File: src/rtl/mkd_pkg.sv
// shared types, constants and the morse pattern rom for the key timing decoder
`default_nettype none

package mkd_pkg;

    localparam int CFG_BITS      = 16;
    localparam int CFG_ADDR_BITS = 4;
    localparam int CFG_DATA_BITS = 32;
    localparam int CHAR_BITS     = 7;
    localparam int PAT_MAX       = 8;
    localparam int PAT_LEN_BITS  = 4;

    localparam logic [1:0] REG_DASH_THRESHOLD = 2'd0;
    localparam logic [1:0] REG_CHAR_GAP       = 2'd1;
    localparam logic [1:0] REG_WORD_GAP       = 2'd2;
    localparam logic [1:0] REG_DEBOUNCE_TICKS = 2'd3;

    localparam logic [CFG_BITS-1:0] DASH_THRESHOLD_RESET = 16'd180;
    localparam logic [CFG_BITS-1:0] CHAR_GAP_RESET       = 16'd180;
    localparam logic [CFG_BITS-1:0] WORD_GAP_RESET       = 16'd420;
    localparam logic [CFG_BITS-1:0] DEBOUNCE_TICKS_RESET = 16'd5;

    localparam logic [CHAR_BITS-1:0] CHAR_SPACE   = 7'h20;
    localparam logic [CHAR_BITS-1:0] CHAR_UNKNOWN = 7'h23;
    localparam logic [CHAR_BITS-1:0] CHAR_NONE    = 7'h00;

    typedef struct packed {
        logic [CFG_BITS-1:0] dash_threshold;
        logic [CFG_BITS-1:0] char_gap;
        logic [CFG_BITS-1:0] word_gap;
        logic [CFG_BITS-1:0] debounce_ticks;
    } cfg_t;

    typedef struct packed {
        logic                 tone_on;
        logic                 char_valid;
        logic [CHAR_BITS-1:0] char_code;
    } res_t;

    // symbol i of the pattern sits in bit i, dash is 1
    function automatic logic [CHAR_BITS-1:0] morse_lookup(
        input logic [PAT_LEN_BITS-1:0] len,
        input logic [PAT_MAX-1:0]      bits
    );
        logic [CHAR_BITS-1:0] code;
        case ({len, bits})
            {4'd2, 8'b10}:     code = 7'h41;
            {4'd4, 8'b0001}:   code = 7'h42;
            {4'd4, 8'b0101}:   code = 7'h43;
            {4'd3, 8'b001}:    code = 7'h44;
            {4'd1, 8'b0}:      code = 7'h45;
            {4'd4, 8'b0100}:   code = 7'h46;
            {4'd3, 8'b011}:    code = 7'h47;
            {4'd4, 8'b0000}:   code = 7'h48;
            {4'd2, 8'b00}:     code = 7'h49;
            {4'd4, 8'b1110}:   code = 7'h4A;
            {4'd3, 8'b101}:    code = 7'h4B;
            {4'd4, 8'b0010}:   code = 7'h4C;
            {4'd2, 8'b11}:     code = 7'h4D;
            {4'd2, 8'b01}:     code = 7'h4E;
            {4'd3, 8'b111}:    code = 7'h4F;
            {4'd4, 8'b0110}:   code = 7'h50;
            {4'd4, 8'b1011}:   code = 7'h51;
            {4'd3, 8'b010}:    code = 7'h52;
            {4'd3, 8'b000}:    code = 7'h53;
            {4'd1, 8'b1}:      code = 7'h54;
            {4'd3, 8'b100}:    code = 7'h55;
            {4'd4, 8'b1000}:   code = 7'h56;
            {4'd3, 8'b110}:    code = 7'h57;
            {4'd4, 8'b1001}:   code = 7'h58;
            {4'd4, 8'b1101}:   code = 7'h59;
            {4'd4, 8'b0011}:   code = 7'h5A;
            {4'd5, 8'b11111}:  code = 7'h30;
            {4'd5, 8'b11110}:  code = 7'h31;
            {4'd5, 8'b11100}:  code = 7'h32;
            {4'd5, 8'b11000}:  code = 7'h33;
            {4'd5, 8'b10000}:  code = 7'h34;
            {4'd5, 8'b00000}:  code = 7'h35;
            {4'd5, 8'b00001}:  code = 7'h36;
            {4'd5, 8'b00011}:  code = 7'h37;
            {4'd5, 8'b00111}:  code = 7'h38;
            {4'd5, 8'b01111}:  code = 7'h39;
            {4'd6, 8'b101010}: code = 7'h2E;
            {4'd6, 8'b110011}: code = 7'h2C;
            {4'd6, 8'b000111}: code = 7'h3A;
            {4'd6, 8'b001100}: code = 7'h3F;
            {4'd6, 8'b011110}: code = 7'h27;
            {4'd6, 8'b100001}: code = 7'h2D;
            {4'd5, 8'b01001}:  code = 7'h2F;
            {4'd5, 8'b01101}:  code = 7'h28;
            {4'd6, 8'b101101}: code = 7'h29;
            {4'd6, 8'b010010}: code = 7'h22;
            {4'd5, 8'b10001}:  code = 7'h3D;
            {4'd5, 8'b01010}:  code = 7'h2B;
            {4'd6, 8'b010110}: code = 7'h40;
            default:           code = CHAR_UNKNOWN;
        endcase
        return code;
    endfunction

endpackage

`default_nettype wire

File: src/rtl/mkd_ram.sv
// generic single-port-write ram with registered read
`default_nettype none

module mkd_ram #(
    parameter int WIDTH = 8,
    parameter int DEPTH = 1,
    localparam int ADDR_BITS = (DEPTH > 1) ? $clog2(DEPTH) : 1
) (
    input  wire logic                 clk,
    input  wire logic                 we,
    input  wire logic [ADDR_BITS-1:0] wr_addr,
    input  wire logic [WIDTH-1:0]     wr_data,
    input  wire logic                 re,
    input  wire logic [ADDR_BITS-1:0] rd_addr,
    output logic      [WIDTH-1:0]     rd_data
);

    logic [WIDTH-1:0] rd_data_reg;

    generate
        if (DEPTH > 1) begin : g_array
            logic [WIDTH-1:0] mem_reg [DEPTH];

            always_ff @(posedge clk)
            begin
                if (we)
                begin
                    mem_reg[wr_addr] <= wr_data;
                end
                if (re)
                begin
                    rd_data_reg <= mem_reg[rd_addr];
                end
            end
        end else begin : g_single
            logic [WIDTH-1:0] mem_reg;

            always_ff @(posedge clk)
            begin
                if (we && (wr_addr == '0))
                begin
                    mem_reg <= wr_data;
                end
                if (re && (rd_addr == '0))
                begin
                    rd_data_reg <= mem_reg;
                end
            end
        end
    endgenerate

    assign rd_data = rd_data_reg;

endmodule

`default_nettype wire

File: src/rtl/mkd_cfg.sv
// apb register block for the decoder timing settings
`default_nettype none

module mkd_cfg (
    input  wire logic                               clk,
    input  wire logic                               rst_n,
    input  wire logic                               psel,
    input  wire logic                               penable,
    input  wire logic                               pwrite,
    input  wire logic [mkd_pkg::CFG_ADDR_BITS-1:0]  paddr,
    input  wire logic [mkd_pkg::CFG_DATA_BITS-1:0]  pwdata,
    output logic      [mkd_pkg::CFG_DATA_BITS-1:0]  prdata,
    output logic                                    pready,
    output mkd_pkg::cfg_t                           cfg
);

    import mkd_pkg::*;

    cfg_t       cfg_reg;
    cfg_t       cfg_next;
    logic [1:0] reg_index;
    logic       wr_en;
    logic [CFG_BITS-1:0] rd_value;

    assign pready    = 1'b1;
    assign reg_index = paddr[CFG_ADDR_BITS-1:2];
    assign wr_en     = psel && penable && pwrite && pready;

    always_comb
    begin
        cfg_next = cfg_reg;
        if (wr_en)
        begin
            case (reg_index)
                REG_DASH_THRESHOLD: cfg_next.dash_threshold = pwdata[CFG_BITS-1:0];
                REG_CHAR_GAP:       cfg_next.char_gap       = pwdata[CFG_BITS-1:0];
                REG_WORD_GAP:       cfg_next.word_gap       = pwdata[CFG_BITS-1:0];
                REG_DEBOUNCE_TICKS: cfg_next.debounce_ticks = pwdata[CFG_BITS-1:0];
                default:            cfg_next = cfg_reg;
            endcase
        end
    end

    always_ff @(posedge clk or negedge rst_n)
    begin
        if (!rst_n)
        begin
            cfg_reg.dash_threshold <= DASH_THRESHOLD_RESET;
            cfg_reg.char_gap       <= CHAR_GAP_RESET;
            cfg_reg.word_gap       <= WORD_GAP_RESET;
            cfg_reg.debounce_ticks <= DEBOUNCE_TICKS_RESET;
        end
        else
        begin
            cfg_reg <= cfg_next;
        end
    end

    always_comb
    begin
        case (reg_index)
            REG_DASH_THRESHOLD: rd_value = cfg_reg.dash_threshold;
            REG_CHAR_GAP:       rd_value = cfg_reg.char_gap;
            REG_WORD_GAP:       rd_value = cfg_reg.word_gap;
            REG_DEBOUNCE_TICKS: rd_value = cfg_reg.debounce_ticks;
            default:            rd_value = '0;
        endcase
    end

    assign prdata = {{(CFG_DATA_BITS - CFG_BITS){1'b0}}, rd_value};
    assign cfg    = cfg_reg;

endmodule

`default_nettype wire

File: src/rtl/mkd_step.sv
// per-tick state update: debounce gate, press timing, gap detection, rom lookup
`default_nettype none

module mkd_step #(
    parameter int TIME_BITS  = 16,
    parameter int SYMBOL_MAX = 6,
    localparam int LEN_BITS   = $clog2(SYMBOL_MAX + 1),
    localparam int STATE_BITS = 5 * TIME_BITS + 5 + SYMBOL_MAX + LEN_BITS
) (
    input  wire logic [STATE_BITS-1:0] cur_state,
    input  wire logic                  key_level,
    input  wire mkd_pkg::cfg_t         cfg,
    output logic      [STATE_BITS-1:0] next_state,
    output mkd_pkg::res_t              result
);

    import mkd_pkg::*;

    localparam int IDX_BITS = $clog2(SYMBOL_MAX);
    localparam int CMP_BITS = (TIME_BITS > CFG_BITS) ? TIME_BITS : CFG_BITS;

    typedef struct packed {
        logic [TIME_BITS-1:0]  tick_now;
        logic [TIME_BITS-1:0]  gate_mark;
        logic [TIME_BITS-1:0]  press_start;
        logic [TIME_BITS-1:0]  symbol_time;
        logic [TIME_BITS-1:0]  char_time;
        logic                  press_active;
        logic                  symbol_time_valid;
        logic                  char_time_valid;
        logic                  garbage_flag;
        logic                  tone_state;
        logic [SYMBOL_MAX-1:0] pattern_bits;
        logic [LEN_BITS-1:0]   pattern_len;
    } state_t;

    state_t               cur;
    state_t               nxt;
    logic [TIME_BITS-1:0] gate_el;
    logic [TIME_BITS-1:0] press_el;
    logic [TIME_BITS-1:0] symbol_el;
    logic [TIME_BITS-1:0] char_el;
    logic                 gate_open;
    logic                 is_dash;
    logic                 word_done;
    logic                 char_done;
    logic                 pattern_full;
    logic [CHAR_BITS-1:0] lookup_code;

    assign cur = cur_state;

    assign gate_el   = cur.tick_now - cur.gate_mark;
    assign press_el  = cur.tick_now - cur.press_start;
    assign symbol_el = cur.tick_now - cur.symbol_time;
    assign char_el   = cur.tick_now - cur.char_time;

    assign gate_open = CMP_BITS'(gate_el) >= CMP_BITS'(cfg.debounce_ticks);
    assign is_dash   = CMP_BITS'(press_el) >= CMP_BITS'(cfg.dash_threshold);
    assign word_done = cur.char_time_valid
                       && (CMP_BITS'(char_el) >= CMP_BITS'(cfg.word_gap));
    assign char_done = cur.symbol_time_valid
                       && (CMP_BITS'(symbol_el) >= CMP_BITS'(cfg.char_gap));

    assign pattern_full = (cur.pattern_len >= LEN_BITS'(SYMBOL_MAX)) || cur.garbage_flag;
    assign lookup_code  = morse_lookup(PAT_LEN_BITS'(cur.pattern_len),
                                       PAT_MAX'(cur.pattern_bits));

    always_comb
    begin
        nxt               = cur;
        nxt.tick_now      = cur.tick_now + TIME_BITS'(1);
        result.char_valid = 1'b0;
        result.char_code  = CHAR_NONE;
        if (gate_open)
        begin
            if (key_level)
            begin
                if (!cur.press_active)
                begin
                    nxt.press_active = 1'b1;
                    nxt.press_start  = cur.tick_now;
                end
                nxt.tone_state = 1'b1;
            end
            else
            begin
                nxt.tone_state = 1'b0;
                if (cur.press_active)
                begin
                    if (pattern_full)
                    begin
                        nxt.garbage_flag = 1'b1;
                    end
                    else
                    begin
                        nxt.pattern_bits[cur.pattern_len[IDX_BITS-1:0]] = is_dash;
                        nxt.pattern_len       = cur.pattern_len + LEN_BITS'(1);
                        nxt.symbol_time       = cur.tick_now;
                        nxt.symbol_time_valid = 1'b1;
                        nxt.char_time_valid   = 1'b0;
                    end
                    nxt.press_active = 1'b0;
                    nxt.press_start  = '0;
                end
                else if (word_done)
                begin
                    result.char_valid   = 1'b1;
                    result.char_code    = CHAR_SPACE;
                    nxt.char_time_valid = 1'b0;
                end
                else if (char_done)
                begin
                    result.char_valid     = 1'b1;
                    result.char_code      = lookup_code;
                    nxt.garbage_flag      = 1'b0;
                    nxt.pattern_bits      = '0;
                    nxt.pattern_len       = '0;
                    nxt.symbol_time_valid = 1'b0;
                    nxt.char_time         = cur.tick_now;
                    nxt.char_time_valid   = 1'b1;
                end
                else
                begin
                    nxt.gate_mark = cur.tick_now;
                end
            end
        end
        result.tone_on = nxt.tone_state;
    end

    assign next_state = nxt;

endmodule

`default_nettype wire

File: src/rtl/morse_key_timing_decoder_top.sv
// top level of the morse key timing decoder: state memory, update stage, result register
//
//  channel   direction  handshake               payload
//  key       in         key_valid / key_stall   key_level
//  res       out        res_valid / res_stall   tone_on, char_valid, char_code
//  apb       in         psel / penable / pready paddr, pwdata, prdata
//
// one tick per cycle sustained while res_stall is low; each tick passes the update stage, then the result register
// the state word lives in a one-entry memory: read on accept, updated and written back
// when the update stage advances, and a write-back that lands on the same edge as a read is forwarded
// after reset the memory is not cleared; a written flag makes the first read all zero
// key_stall is high only while the update stage is full and the result is held by res_stall
`default_nettype none

module morse_key_timing_decoder_top #(
    parameter int TIME_BITS  = 16,
    parameter int SYMBOL_MAX = 6
) (
    input  wire logic                               clk,
    input  wire logic                               rst_n,
    input  wire logic                               key_valid,
    output logic                                    key_stall,
    input  wire logic                               key_level,
    output logic                                    res_valid,
    input  wire logic                               res_stall,
    output logic                                    tone_on,
    output logic                                    char_valid,
    output logic      [mkd_pkg::CHAR_BITS-1:0]      char_code,
    input  wire logic                               psel,
    input  wire logic                               penable,
    input  wire logic                               pwrite,
    input  wire logic [mkd_pkg::CFG_ADDR_BITS-1:0]  paddr,
    input  wire logic [mkd_pkg::CFG_DATA_BITS-1:0]  pwdata,
    output logic      [mkd_pkg::CFG_DATA_BITS-1:0]  prdata,
    output logic                                    pready
);

    import mkd_pkg::*;

    localparam int LEN_BITS   = $clog2(SYMBOL_MAX + 1);
    localparam int STATE_BITS = 5 * TIME_BITS + 5 + SYMBOL_MAX + LEN_BITS;

    cfg_t                  cfg;
    res_t                  step_res;
    res_t                  res_reg;
    logic [STATE_BITS-1:0] ram_rd_data;
    logic [STATE_BITS-1:0] cur_state;
    logic [STATE_BITS-1:0] next_state;
    logic [STATE_BITS-1:0] fwd_state_reg;
    logic                  accept;
    logic                  advance;
    logic                  s1_valid_reg;
    logic                  s1_valid_next;
    logic                  s1_key_reg;
    logic                  s1_fwd_reg;
    logic                  s1_fresh_reg;
    logic                  mem_written_reg;
    logic                  res_valid_reg;
    logic                  res_valid_next;

    mkd_cfg u_cfg (
        .clk     (clk),
        .rst_n   (rst_n),
        .psel    (psel),
        .penable (penable),
        .pwrite  (pwrite),
        .paddr   (paddr),
        .pwdata  (pwdata),
        .prdata  (prdata),
        .pready  (pready),
        .cfg     (cfg)
    );

    assign advance   = s1_valid_reg && (!res_valid_reg || !res_stall);
    assign key_stall = s1_valid_reg && !advance;
    assign accept    = key_valid && !key_stall;

    mkd_ram #(
        .WIDTH (STATE_BITS),
        .DEPTH (1)
    ) u_state_ram (
        .clk     (clk),
        .we      (advance),
        .wr_addr (1'b0),
        .wr_data (next_state),
        .re      (accept),
        .rd_addr (1'b0),
        .rd_data (ram_rd_data)
    );

    assign cur_state = s1_fwd_reg   ? fwd_state_reg :
                       s1_fresh_reg ? '0            : ram_rd_data;

    mkd_step #(
        .TIME_BITS  (TIME_BITS),
        .SYMBOL_MAX (SYMBOL_MAX)
    ) u_step (
        .cur_state  (cur_state),
        .key_level  (s1_key_reg),
        .cfg        (cfg),
        .next_state (next_state),
        .result     (step_res)
    );

    always_comb
    begin
        s1_valid_next = s1_valid_reg;
        if (accept)
        begin
            s1_valid_next = 1'b1;
        end
        else if (advance)
        begin
            s1_valid_next = 1'b0;
        end
    end

    always_comb
    begin
        res_valid_next = res_valid_reg;
        if (advance)
        begin
            res_valid_next = 1'b1;
        end
        else if (!res_stall)
        begin
            res_valid_next = 1'b0;
        end
    end

    always_ff @(posedge clk or negedge rst_n)
    begin
        if (!rst_n)
        begin
            s1_valid_reg    <= 1'b0;
            res_valid_reg   <= 1'b0;
            mem_written_reg <= 1'b0;
            s1_fwd_reg      <= 1'b0;
            s1_fresh_reg    <= 1'b1;
        end
        else
        begin
            s1_valid_reg  <= s1_valid_next;
            res_valid_reg <= res_valid_next;
            if (advance)
            begin
                mem_written_reg <= 1'b1;
            end
            if (accept)
            begin
                s1_fwd_reg   <= advance;
                s1_fresh_reg <= !mem_written_reg && !advance;
            end
        end
    end

    always_ff @(posedge clk)
    begin
        if (accept)
        begin
            s1_key_reg <= key_level;
        end
        if (advance)
        begin
            fwd_state_reg <= next_state;
            res_reg       <= step_res;
        end
    end

    assign res_valid  = res_valid_reg;
    assign tone_on    = res_reg.tone_on;
    assign char_valid = res_reg.char_valid;
    assign char_code  = res_reg.char_code;

    a_stall_only_when_full: assert property (
        @(posedge clk) disable iff (!rst_n)
        key_stall |-> (s1_valid_reg && res_valid_reg && res_stall)
    ) else $error("key_stall without a full pipeline");

    a_result_from_stage: assert property (
        @(posedge clk) disable iff (!rst_n)
        $rose(res_valid_reg) |-> $past(s1_valid_reg)
    ) else $error("result appeared without a transaction in the update stage");

    a_char_released: assert property (
        @(posedge clk) disable iff (!rst_n)
        (res_valid_reg && res_reg.char_valid) |-> !res_reg.tone_on
    ) else $error("character emitted while the tone is on");

    a_code_idle_zero: assert property (
        @(posedge clk) disable iff (!rst_n)
        (res_valid_reg && !res_reg.char_valid) |-> (res_reg.char_code == CHAR_NONE)
    ) else $error("char_code set without char_valid");

endmodule

`default_nettype wire

File: config.mk
export PLATFORM = sky130hd
export DESIGN_NAME = morse_key_timing_decoder_top
export DESIGN_NICKNAME = d
export VERILOG_FILES = /design/src/rtl/mkd_pkg.sv /design/src/rtl/mkd_ram.sv /design/src/rtl/mkd_cfg.sv /design/src/rtl/mkd_step.sv /design/src/rtl/morse_key_timing_decoder_top.sv
export SDC_FILE = /design/constraint.sdc
export NUM_CORES = 1
export LEC_CHECK = 0
export BUFFER_PORTS_ARGS = -buffer_cell sky130_fd_sc_hd__buf_2
export CAP_MARGIN = 40
export CORE_MARGIN = 8
export CORE_UTILIZATION = 56
export CTS_CLUSTER_DIAMETER = 200
export DETAILED_ROUTE_END_ITERATION = 10
export GPL_ROUTABILITY_DRIVEN = 0
export PLACE_DENSITY = 0.84
export SLEW_MARGIN = 15
export SYNTH_ARGS = -nofsm -noshare
export SYNTH_HDL_FRONTEND = slang
export SYNTH_SLANG_ARGS = --single-unit
File: constraint.sdc
create_clock -name clk -period 6.7 [get_ports clk]
set_input_delay 1.005 -clock clk [delete_from_list [all_inputs] [get_ports clk]]
set_output_delay 1.005 -clock clk [all_outputs]
set_load 0.02 [all_outputs]
* After elaboration in Yosys (flattened, before gate mapping)
Index checks and enable logic that the tools add are counted.
** Operators by class
- Eq/ne operators :: 53
- Magnitude comparators :: 7
- Reductions and logical operators :: 24
- $add $sub $neg :: 6
- Bitwise operators :: 2
- Multiplexer cells :: 40
** Operator list (number)
- 7-bit case mux with 49 select lines :: 1
- 9-bit == test (second input constant) :: 35
- 94-bit two-way mux :: 2
- 16-bit two-way mux :: 10
- 9-bit by 8-bit == test with 1-bit output (second input constant) :: 12
- 78-bit two-way mux :: 1
- 16-bit greater-or-equal comparator :: 4
- 32-bit two-way mux :: 2
- 16-bit case mux with 4 select lines :: 1
- 16-bit subtractor :: 4
- 9-bit two-way mux :: 5
- 9-bit by 7-bit == test with 1-bit output (second input constant) :: 2
- 16-bit by 1-bit adder with 16-bit output (second input constant) :: 1
- 8-bit two-way mux :: 2
- 1-bit two-way mux :: 10
- 1-bit logical AND :: 9
- 3-bit two-way mux :: 3
- 2-bit AND reduction :: 4
- 6-bit bitwise mux :: 1
- 1-bit zero test :: 5
- 5-bit OR reduction :: 1
- 2-bit == test (second input constant) :: 2
- 3-bit by 4-bit less-than comparator with 1-bit output (second input constant) :: 1
- 3-bit by 1-bit adder with 3-bit output (second input constant) :: 1
- 11 further kinds :: 13
** Word-level totals
- Flip-flop bits (word level) :: 267
- Input bits :: 44
- Word-level logic and storage cells :: 148
- Output and inout port bits :: 44

* Logic depth before layout (Yosys ltp)
Gate-level depths: netlist (run 1).
- Depth after elaboration :: 11
- Gate-level depth with buffers :: 34
- Gate-level depth less buffers :: 24

* Cells and area by module
From an unflattened synthesis (run 1), not the netlist that was laid out.
** Second synthesis, totals
- Cell total of the unflattened synthesis :: 1634
- Area total of the unflattened synthesis :: 19876.6 µm²
** Modules (own cells, without submodules)
- mkd_step :: area an instance 6839.1 µm², cells each 1022, instances 1, sequential area each 0.0 µm²
- mkd_ram :: area an instance 5672.9 µm², cells each 190, instances 1, sequential area each 5645.4 µm²
- morse_key_timing_decoder_top :: area an instance 4341.7 µm², cells each 242, instances 1, sequential area each 3249.4 µm²
- mkd_cfg :: area an instance 3022.9 µm², cells each 180, instances 1, sequential area each 1619.1 µm²

* Worst setup path before layout (run 1)
Ideal clock, no wire load.
- Kind :: register to register
- Start point :: reg s1_fwd_reg
- End point :: reg u_state_ram.g_single.mem_reg[14], data pin
- Path slack :: 0.086 ns
- Required time :: 6.412 ns
- Buffers on the path :: 10
- Data arrival time :: 6.326 ns
- Clock period less this slack :: 6.614 ns
- Setup time :: 0.288 ns
- Cell stages (with the launch flop) :: 33
- Cell sequence :: dfrtp_1 buf_6 buf_2 buf_2 buf_2 buf_2 buf_2 buf_2 buf_2 buf_1 a22oi_1 inv_1 ha_1 inv_1 ha_1 o31a_1 o22ai_1 nand2_1 maj3_1 a21oi_1 o311ai_1 a21oi_1 xnor2_1 ha_1 nand2_1 or2_2 o221ai_1 nand2_1 o211a_1 nor3_1 nand3b_1 buf_2 mux2i_1
** Between the ends
- Longest elaborated chain between the ends :: 9
- Elaborated cells between the ends (all ways) :: 14
- Those cells by class :: add/sub: 3; order compare: 3; mux: 6; reduce/logical: 2
** RTL lines
- start, declared :: line morse_key_timing_decoder_top.sv:55 : logic s1_fwd_reg;
- start signal, assigned :: line morse_key_timing_decoder_top.sv:151 : s1_fwd_reg <= advance;
- 94-bit two-way mux (*) :: line morse_key_timing_decoder_top.sv:91 : assign cur_state = s1_fwd_reg ? fwd_state_reg :
- 16-bit subtractor :: line mkd_step.sv:54 : assign symbol_el = cur.tick_now - cur.symbol_time;
- 16-bit greater-or-equal comparator :: line mkd_step.sv:62 : && (CMP_BITS'(symbol_el) >= CMP_BITS'(cfg.char_gap));
- 1-bit logical AND :: line mkd_step.sv:62
- 16-bit two-way mux :: line mkd_step.sv:111 : else if (char_done)
- 16-bit two-way mux :: line mkd_step.sv:105 : else if (word_done)
- 16-bit two-way mux :: line mkd_step.sv:88 : if (cur.press_active)
- 32-bit two-way mux :: line mkd_step.sv:76 : if (key_level)
- 78-bit two-way mux (*) :: line mkd_step.sv:74 : if (gate_open)
- named net next_state[14] :: line morse_key_timing_decoder_top.sv:48 : logic [STATE_BITS-1:0] next_state;
- end signal, assigned :: line mkd_ram.sv:42 : mem_reg <= wr_data;
- end, declared :: line mkd_ram.sv:36 : logic [WIDTH-1:0] mem_reg;
The timed path passes the listed nets; every way through them passes the cells marked *.
A chain may end at the register's enable or synchronous reset.

* Worst setup path after layout (run 1)
- Start point :: reg s1_fwd_reg
- End point :: reg u_state_ram.g_single.mem_reg[68], data pin
** Between the ends
- Longest elaborated chain between the ends :: 9
- Elaborated cells between the ends (all ways) :: 14
- Those cells by class :: add/sub: 3; order compare: 3; mux: 6; reduce/logical: 2
** RTL lines (line)
- 94-bit two-way mux (*) :: morse_key_timing_decoder_top.sv:91
- 16-bit subtractor :: mkd_step.sv:54
- 16-bit greater-or-equal comparator :: mkd_step.sv:62
- 1-bit logical AND :: mkd_step.sv:62
- 16-bit two-way mux :: mkd_step.sv:111
- 16-bit two-way mux :: mkd_step.sv:105
- 16-bit two-way mux :: mkd_step.sv:88
- 16-bit two-way mux :: mkd_step.sv:76
- 78-bit two-way mux (*) :: mkd_step.sv:74
- named net next_state[68] :: morse_key_timing_decoder_top.sv:48
Marked as above.

==> impl_results.md, run 1 <==
* Fin nets at approximately 1800
* Synth-to-Final Area Change at 10.5%
* Slowest stage delay, CP at 0.55 ns
* Max Clk Rate at about 160 MHz
* WL/cell at around 22 um
* Core area at approximately 30000 sq um
* Fin area at approximately 19000 sq um
* Root Driver: clkbuf_16
* Fraction of registers with async set/reset at 0.259
* Yosys cell types at 85
* Hold Path Class: in -> async
* Worst-margin pin slew at around 1.1 ns
* Clock Latency Late Sink at roughly 0.58 ns
* Num Clock Sinks at between 200 and 300
* I/O Buffers at 52
* CTS tree: built
* Drt pass-1 iters at 7
* Worst-path clk slew at about 0.06 ns
* Syn Area/Cell at about 11 sq um
* Rows at 63
* Tcrit/Tclk final at 0.962
* CP max stage cell: dfrtp_4
* Pwr Density at between 400 and 500 nW/um^2
* Buffers & Inverters on Critical Path at 4
* Worst Setup Start Kind: register
* ANT nets after route at 0
* Via count at approximately 13000
* Largest area contributor in the netlist: edfxtp_1
* Fraction of layout cells with a size suffix above 1 at 0.154
* Number of antenna violations at the first check in global routing at 0
* Total wire length at between 40 and 50 mm
* Peak VDD IR at 0.239 mV
* Headroom to the max-slew limit at 0.287
* Die Footprint at 35900 sq um
* Most used DFF post-synth: edfxtp_1
* Antenna Cells at 0
* WHS at approximately 0.37 ns
* #FFs+latches synth at roughly 270
* Remaining Overflow, GRT at 0
* Post-CTS Hold Buffers at 0
* Area share of the largest cell type after synthesis at 0.351
* Max Buffers Root-to-Sink at 3
* Final setup fails at 0
* Worst Path Arrival at 6.82 ns
* Synth warn at 0
* Global-route wire length before repair at 70.7 mm
* Die width at 190 um
* Total track usage at 0.241
* Placement Cell Area at around 18000 sq um
* Period minus WS final at roughly 6.4 ns
* Number of global-route vias before repair at between 10000 and 15000
* Outcome: complete, no violations
* H-Tree Depth at 1
* Crit. End Element: register
* Initial core utilization at 0.569
* Largest net degree at the start of global routing at 64
* Sequential fraction of the synthesis area at 0.454
* CTS Buf Count at 29
* Top Ports at between 80 and 90
* Post-synth EDFFs at 197
* Critical Path RT at 7.08 ns
* Clock Skew at between 0.04 and 0.05 ns
* Vias per cell at 6.56
* Mapped cell area at roughly 17000 sq um
* Placed wire-length estimate at approximately 31 mm
* Max-slew violations at 0
* RSZ-0062 raised after global routing: false
* Crit path max-delay family: simple AND/OR/NAND/NOR gates
* Cells after Synth at 1577
* Sum Neg Setup Slack at 0 ns
* First DRT Iteration DRCs at around 1700
* Final hold vios at 0
* Static Leakage at between 7 and 8 nW
* Max Cap Viol at 0
* Setup CP Type: reg -> reg
* Crit-path max FO at 55
* Top cells by area, synth: edfxtp_1 (35%), ha_1 (8.5%), dfrtp_1 (8.0%), a22oi_1 (3.2%), xnor2_1 (3.1%)
* Die H at roughly 190 um
* Residual DRC at 0
-- what timing repair did --
item	CTS	global route
setup endpoints to repair	0	32
resized for setup	0	3
buffers inserted	0	1
-- where the power goes --
part	internal, mW	switching [mW]	leakage [nW]
registers	2.25	0.213	2.72
clock network	0.903	0.676	0.461
logic	1.56	2.26	4.47
-- synth_stat cells, types with 6 or more instances --
cell type    n
a22oi_1     72
mux2_2      36
a211oi_1     8
a22o_1      25
buf_1        8
buf_2       19
a21o_1      33
dfrtp_1     54
a31oi_1     15
clkbuf_1    42
o31ai_1     10
nand3b_1    12
nand4_1      7
mux4_2      16
nand2b_1    28
nand3_1     47
nor4_1      10
nor2_1      83
or2_2       11
edfxtp_1   197
xor2_1      17
xnor2_1     59
a21oi_1     86
dfstp_2     15
nand2_1     99
inv_1      103
mux2i_1     47
nor2b_1     10
o22ai_1     14
o21ai_0     69
and3_1       7
buf_4       18
o21ai_1      7
o21bai_1    12
nor4b_1      6
nor3_1      23
and2_1      12
ha_1       114
o32ai_1      8
o31a_1      11
o21a_1      10
-- metrics by stage --
stage / worst slack [ns] / cells / utilization / total power, mW
2_1_floorplan: 0.0860 / 1592 / - / 5.07
5_1_grt: 0.00445 / 2043 / 0.628 / 8.30
6_report: 0.257 / 2043 / 0.628 / 7.86
3_5_place_dp: 0.312 / 1988 / 0.596 / 6.16
4_1_cts: 0.220 / 2040 / 0.627 / 7.77
3_3_place_gp: 0.395 / 1984 / 0.593 / 5.95
-- worst paths after layout --
path / start / endpoint / slack (ns) / cells past startpoint
max: s1_fwd_reg / u_state_ram.g_single.mem_reg[68] / 0.26 / 25
min: rst_n / s1_fwd_reg / 0.37 / 2
max reg2reg: s1_fwd_reg / u_state_ram.g_single.mem_reg[68] / 0.26 / 25
min reg2reg: u_state_ram.g_single.mem_reg[25] / u_state_ram.rd_data[25] / 0.44 / 0
max in group asynchronous: rst_n / u_cfg.cfg[24] / 5.78 / 3
min in group clk: u_state_ram.g_single.mem_reg[25] / u_state_ram.rd_data[25] / 0.44 / 0
-- cells by family after synthesis --
| logic type | share of synthesized area |
|---|---|
| AOI/OAI and AO/OA | 0.178 |
| xor gates and xnor gates | 0.0395 |
| adders and majority gates | 0.0864 |
| buffers and inverters | 0.0497 |
| DFF | 0.454 |
| muxes | 0.0733 |
| other | 0.000445 |
| and+or+nand+nor | 0.118 |
-- area by class of cell --
| class | instances | area, sq um |
|---|---|---|
| clock buffer | 42 | 833 |
| clock inverter | 10 | 91.3 |
| fill | 2231 | 11000 |
| inverter | 103 | 392 |
| multi-input combinational | 1133 | 8460 |
| sequential | 266 | 7660 |
| tap | 390 | 488 |
| timing repair buffer | 99 | 691 |
-- cells in the final DEF (no fill, tap or decap), types with 11 or more instances in the layout --
cell	n
a21o_1	33
a21oi_1	85
a22o_1	25
a22oi_1	72
a31oi_1	15
and2_1	12
buf_2	54
buf_4	38
clkbuf_16	30
conb_1	17
dfrtp_1	53
dfstp_2	15
edfxtp_1	197
ha_1	114
inv_1	101
mux2_2	36
mux2i_1	47
mux4_2	16
nand2_1	99
nand2b_1	28
nand3_1	47
nand3b_1	12
nor2_1	80
nor3_1	21
o21ai_0	69
o21bai_1	12
o22ai_1	14
o31a_1	11
or2_2	11
xnor2_1	59
xor2_1	17
-- layer usage --
layer  up-vias  global-route usage  share of wire
met5         -                   0              0
met4         0               0.127          0.051
met3       169              0.0384          0.080
met2       688               0.397           0.47
met1      6504               0.304           0.39
li1       6034                   -              -
No activity file was read; power rests on OpenSTA's default activity.
==> inputs of run 2 (changes only) <==
Settings changed: BUFFER_PORTS_ARGS -buffer_cell sky130_fd_sc_hd__buf_2 to -buffer_cell sky130_fd_sc_hd__buf_4.
==> run 2 against run 1 <==
  * Via count decreased by 0.37%
  * Utilization increased by 0.67 points
  * Final area increased by 1.1%
  * Largest power group unchanged
==> impl_results.md, run 2 (same netlist as run 1, synthesis figures left out) <==
* Pwr Density at 422 nW/um^2 (about the same)
* Worst r2r path cells at 24 (was 25)
* Die width at 190 um (unchanged)
* Headroom to the max-slew limit at 0.375 (was 0.287)
* Worst-path clk slew at 0.06 ns (about the same)
* Vias per cell at 6.54 (was 6.56)
* I/O Buffers at 52 (unchanged)
* Fin cells at 2042 (was 2043)
* Tcrit/Tclk final at 0.956 (was 0.962)
* Fin util at 0.635 (was 0.628)
* Placed wire-length estimate at 30.7 mm (was 31.1 mm)
* Commonest non-fill, non-tap cells in the layout: edfxtp_1 (197), ha_1 (114), inv_1 (101), nand2_1 (99), buf_4 (87) (was edfxtp_1 (197), ha_1 (114), inv_1 (101), nand2_1 (99), a21oi_1 (85))
* Worst-margin pin slew at 0.935 ns (was 1.07 ns)
* Peak VDD IR at 0.264 mV (was 0.239 mV)
* Static Leakage at 7.70 nW (was 7.64 nW)
* Clock Skew at 0.00893 ns (was 0.0403 ns)
* Rows at 63 (unchanged)
* Worst Path Arrival at 6.72 ns (was 6.82 ns)
* Crit-path cells: buf_4 -> or3b_2 -> a211o_1 -> nor2b_1 -> ha_1 -> inv_1 -> o221a_2 -> o211ai_1 -> a21oi_1 -> o31ai_1 -> a31oi_1 -> o21bai_1 -> a21oi_1 -> xnor2_1 -> ha_1 -> nand2_1 -> or2_2 -> o221ai_1 -> a21o_1 -> a221oi_1 -> nor2_1 -> nor4b_4 -> buf_12 -> mux2_2
* Sum Neg Setup Slack at 0 ns (unchanged)
* Clock Latency Late Sink at 0.56 ns (was 0.58 ns)
* Slowest stage delay, CP at 0.64 ns (was 0.55 ns)
* Die H at 190 um (unchanged)
* Residual DRC at 0 (unchanged)
* Pre-CTS setup slack at 0.222 ns (was 0.312 ns)
* Max-slew violations at 0 (unchanged)
* Critical Path RT at 7.01 ns (was 7.08 ns)
* Antenna Cells at 0 (unchanged)
* CTS Buf Count at 30 (was 29)
* Commonest non-fill, non-tap cell in the layout: edfxtp_1 (unchanged)
* Max Buffers Root-to-Sink at 3 (unchanged)
* ANT nets after route at 0 (unchanged)
* Die Footprint at 35900 sq um (unchanged)
* Crit path max-delay family: compound AO/OA/AOI/OAI gates (was simple AND/OR/NAND/NOR gates)
* Setup CP Type: reg -> reg (unchanged)
* Number of antenna violations at the first check in global routing at 0 (unchanged)
* RSZ-0062 raised after global routing: false (unchanged)
* Global-route wire length before repair at 69.3 mm (was 70.7 mm)
* Fin nets at 1786 (was 1790)
* First DRT Iteration DRCs at 1750 (was 1687)
* Worst Setup Start Kind: register (unchanged)
* Core area at 29600 sq um (unchanged)
* Max Cap Viol at 0 (unchanged)
* Number of global-route vias before repair at 13100 (was 13400)
* Tot Pwr at 7.94 mW (was 7.86 mW)
* CP max stage cell: a221oi_1 (was dfrtp_4)
* H-Tree Depth at 1 (unchanged)
* Drt pass-1 iters at 8 (was 7)
* Top Ports at 88 (unchanged)
* Total wire length at 43.7 mm (was 44.5 mm)
* Largest net degree at the start of global routing at 64 (unchanged)
* Crit. End Element: register (unchanged)
* Fillcell total at 2184 (was 2231)
* Final setup fails at 0 (unchanged)
* WL/cell at 21.4 um (was 21.8 um)
* Remaining Overflow, GRT at 0 (unchanged)
* Initial core utilization at 0.569 (unchanged)
* Max Clk Rate at 156 MHz (was 155 MHz)
* Fraction of layout cells with a size suffix above 1 at 0.153 (was 0.154)
* Synth-to-Final Area Change at 11.6% (was 10.5%)
* Dpl cells at 1982 (was 1988)
* Outcome: complete, no violations (unchanged)
* Via count at 13300 (was 13400)
* Root Driver: clkbuf_16 (unchanged)
* Final hold vios at 0 (unchanged)
* CTS tree: built (unchanged)
* Worst path depth at 24 (was 25)
* Post-route setup slack at 0.292 ns (was 0.257 ns)
* Hold Path Class: in -> async (unchanged)
* Buffers & Inverters on Critical Path at 3 (was 4)
* Num Clock Sinks at 266 (unchanged)
* Crit-path max FO at 23 (was 55)
* Total track usage at 0.236 (was 0.241)
* Period minus WS final at 6.41 ns (was 6.44 ns)
run 2: through the flow:
stage | instance area, sq um | hold slack [ns]
floorplan | 16900 | 0.418
global placement | 17700 | 0.424
detailed placement | 17800 | 0.433
CTS | 18800 | 0.269
global route | 18800 | 0.273
finish | 18800 | 0.275
run 2: metal layers:
metal  global-route usage  vias to the layer above  share of wire
li1                     -                     6034              -
met4               0.0965                        0          0.042
met5                    0                        -              0
met2                0.395                      749           0.48
met1                0.305                     6405           0.39
met3               0.0337                      158          0.086
run 2: final timing paths:
check	startpoint	slack [ns]	endpoint
worst max register to register	s1_fresh_reg	0.29	u_state_ram.g_single.mem_reg[67]
worst max-delay path	s1_fresh_reg	0.29	u_state_ram.g_single.mem_reg[67]
max in group asynchronous	rst_n	5.85	u_cfg.cfg[23]
worst min-delay path	rst_n	0.28	s1_valid_reg
worst min register to register	u_state_ram.g_single.mem_reg[35]	0.45	u_state_ram.rd_data[35]
min in group clk	u_state_ram.g_single.mem_reg[35]	0.45	u_state_ram.rd_data[35]
run 2: cell type report:
type | count | area (sq um) | share of cell area
clock buffers | 37 | 838 | 0.0445
clock inverters | 19 | 189 | 0.0100
inverters | 103 | 392 | 0.0208
multi-input cells | 1133 | 8460 | 0.450
flip-flops and latches | 266 | 7660 | 0.407
well taps | 390 | 488 | 0.0259
repair buffers | 94 | 788 | 0.0419
run 2: report_power, final:
group	internal [mW]	switching (mW)
clock	1.01	0.687
sequential	2.25	0.220
combinational	1.57	2.21
total	4.82	3.12
run 2: what timing repair did:
action                     4_1_cts  5_1_grt
hold buffers                     0        0
buffers inserted                 0        2
gates resized for setup          0        1
setup endpoints to repair        0       16
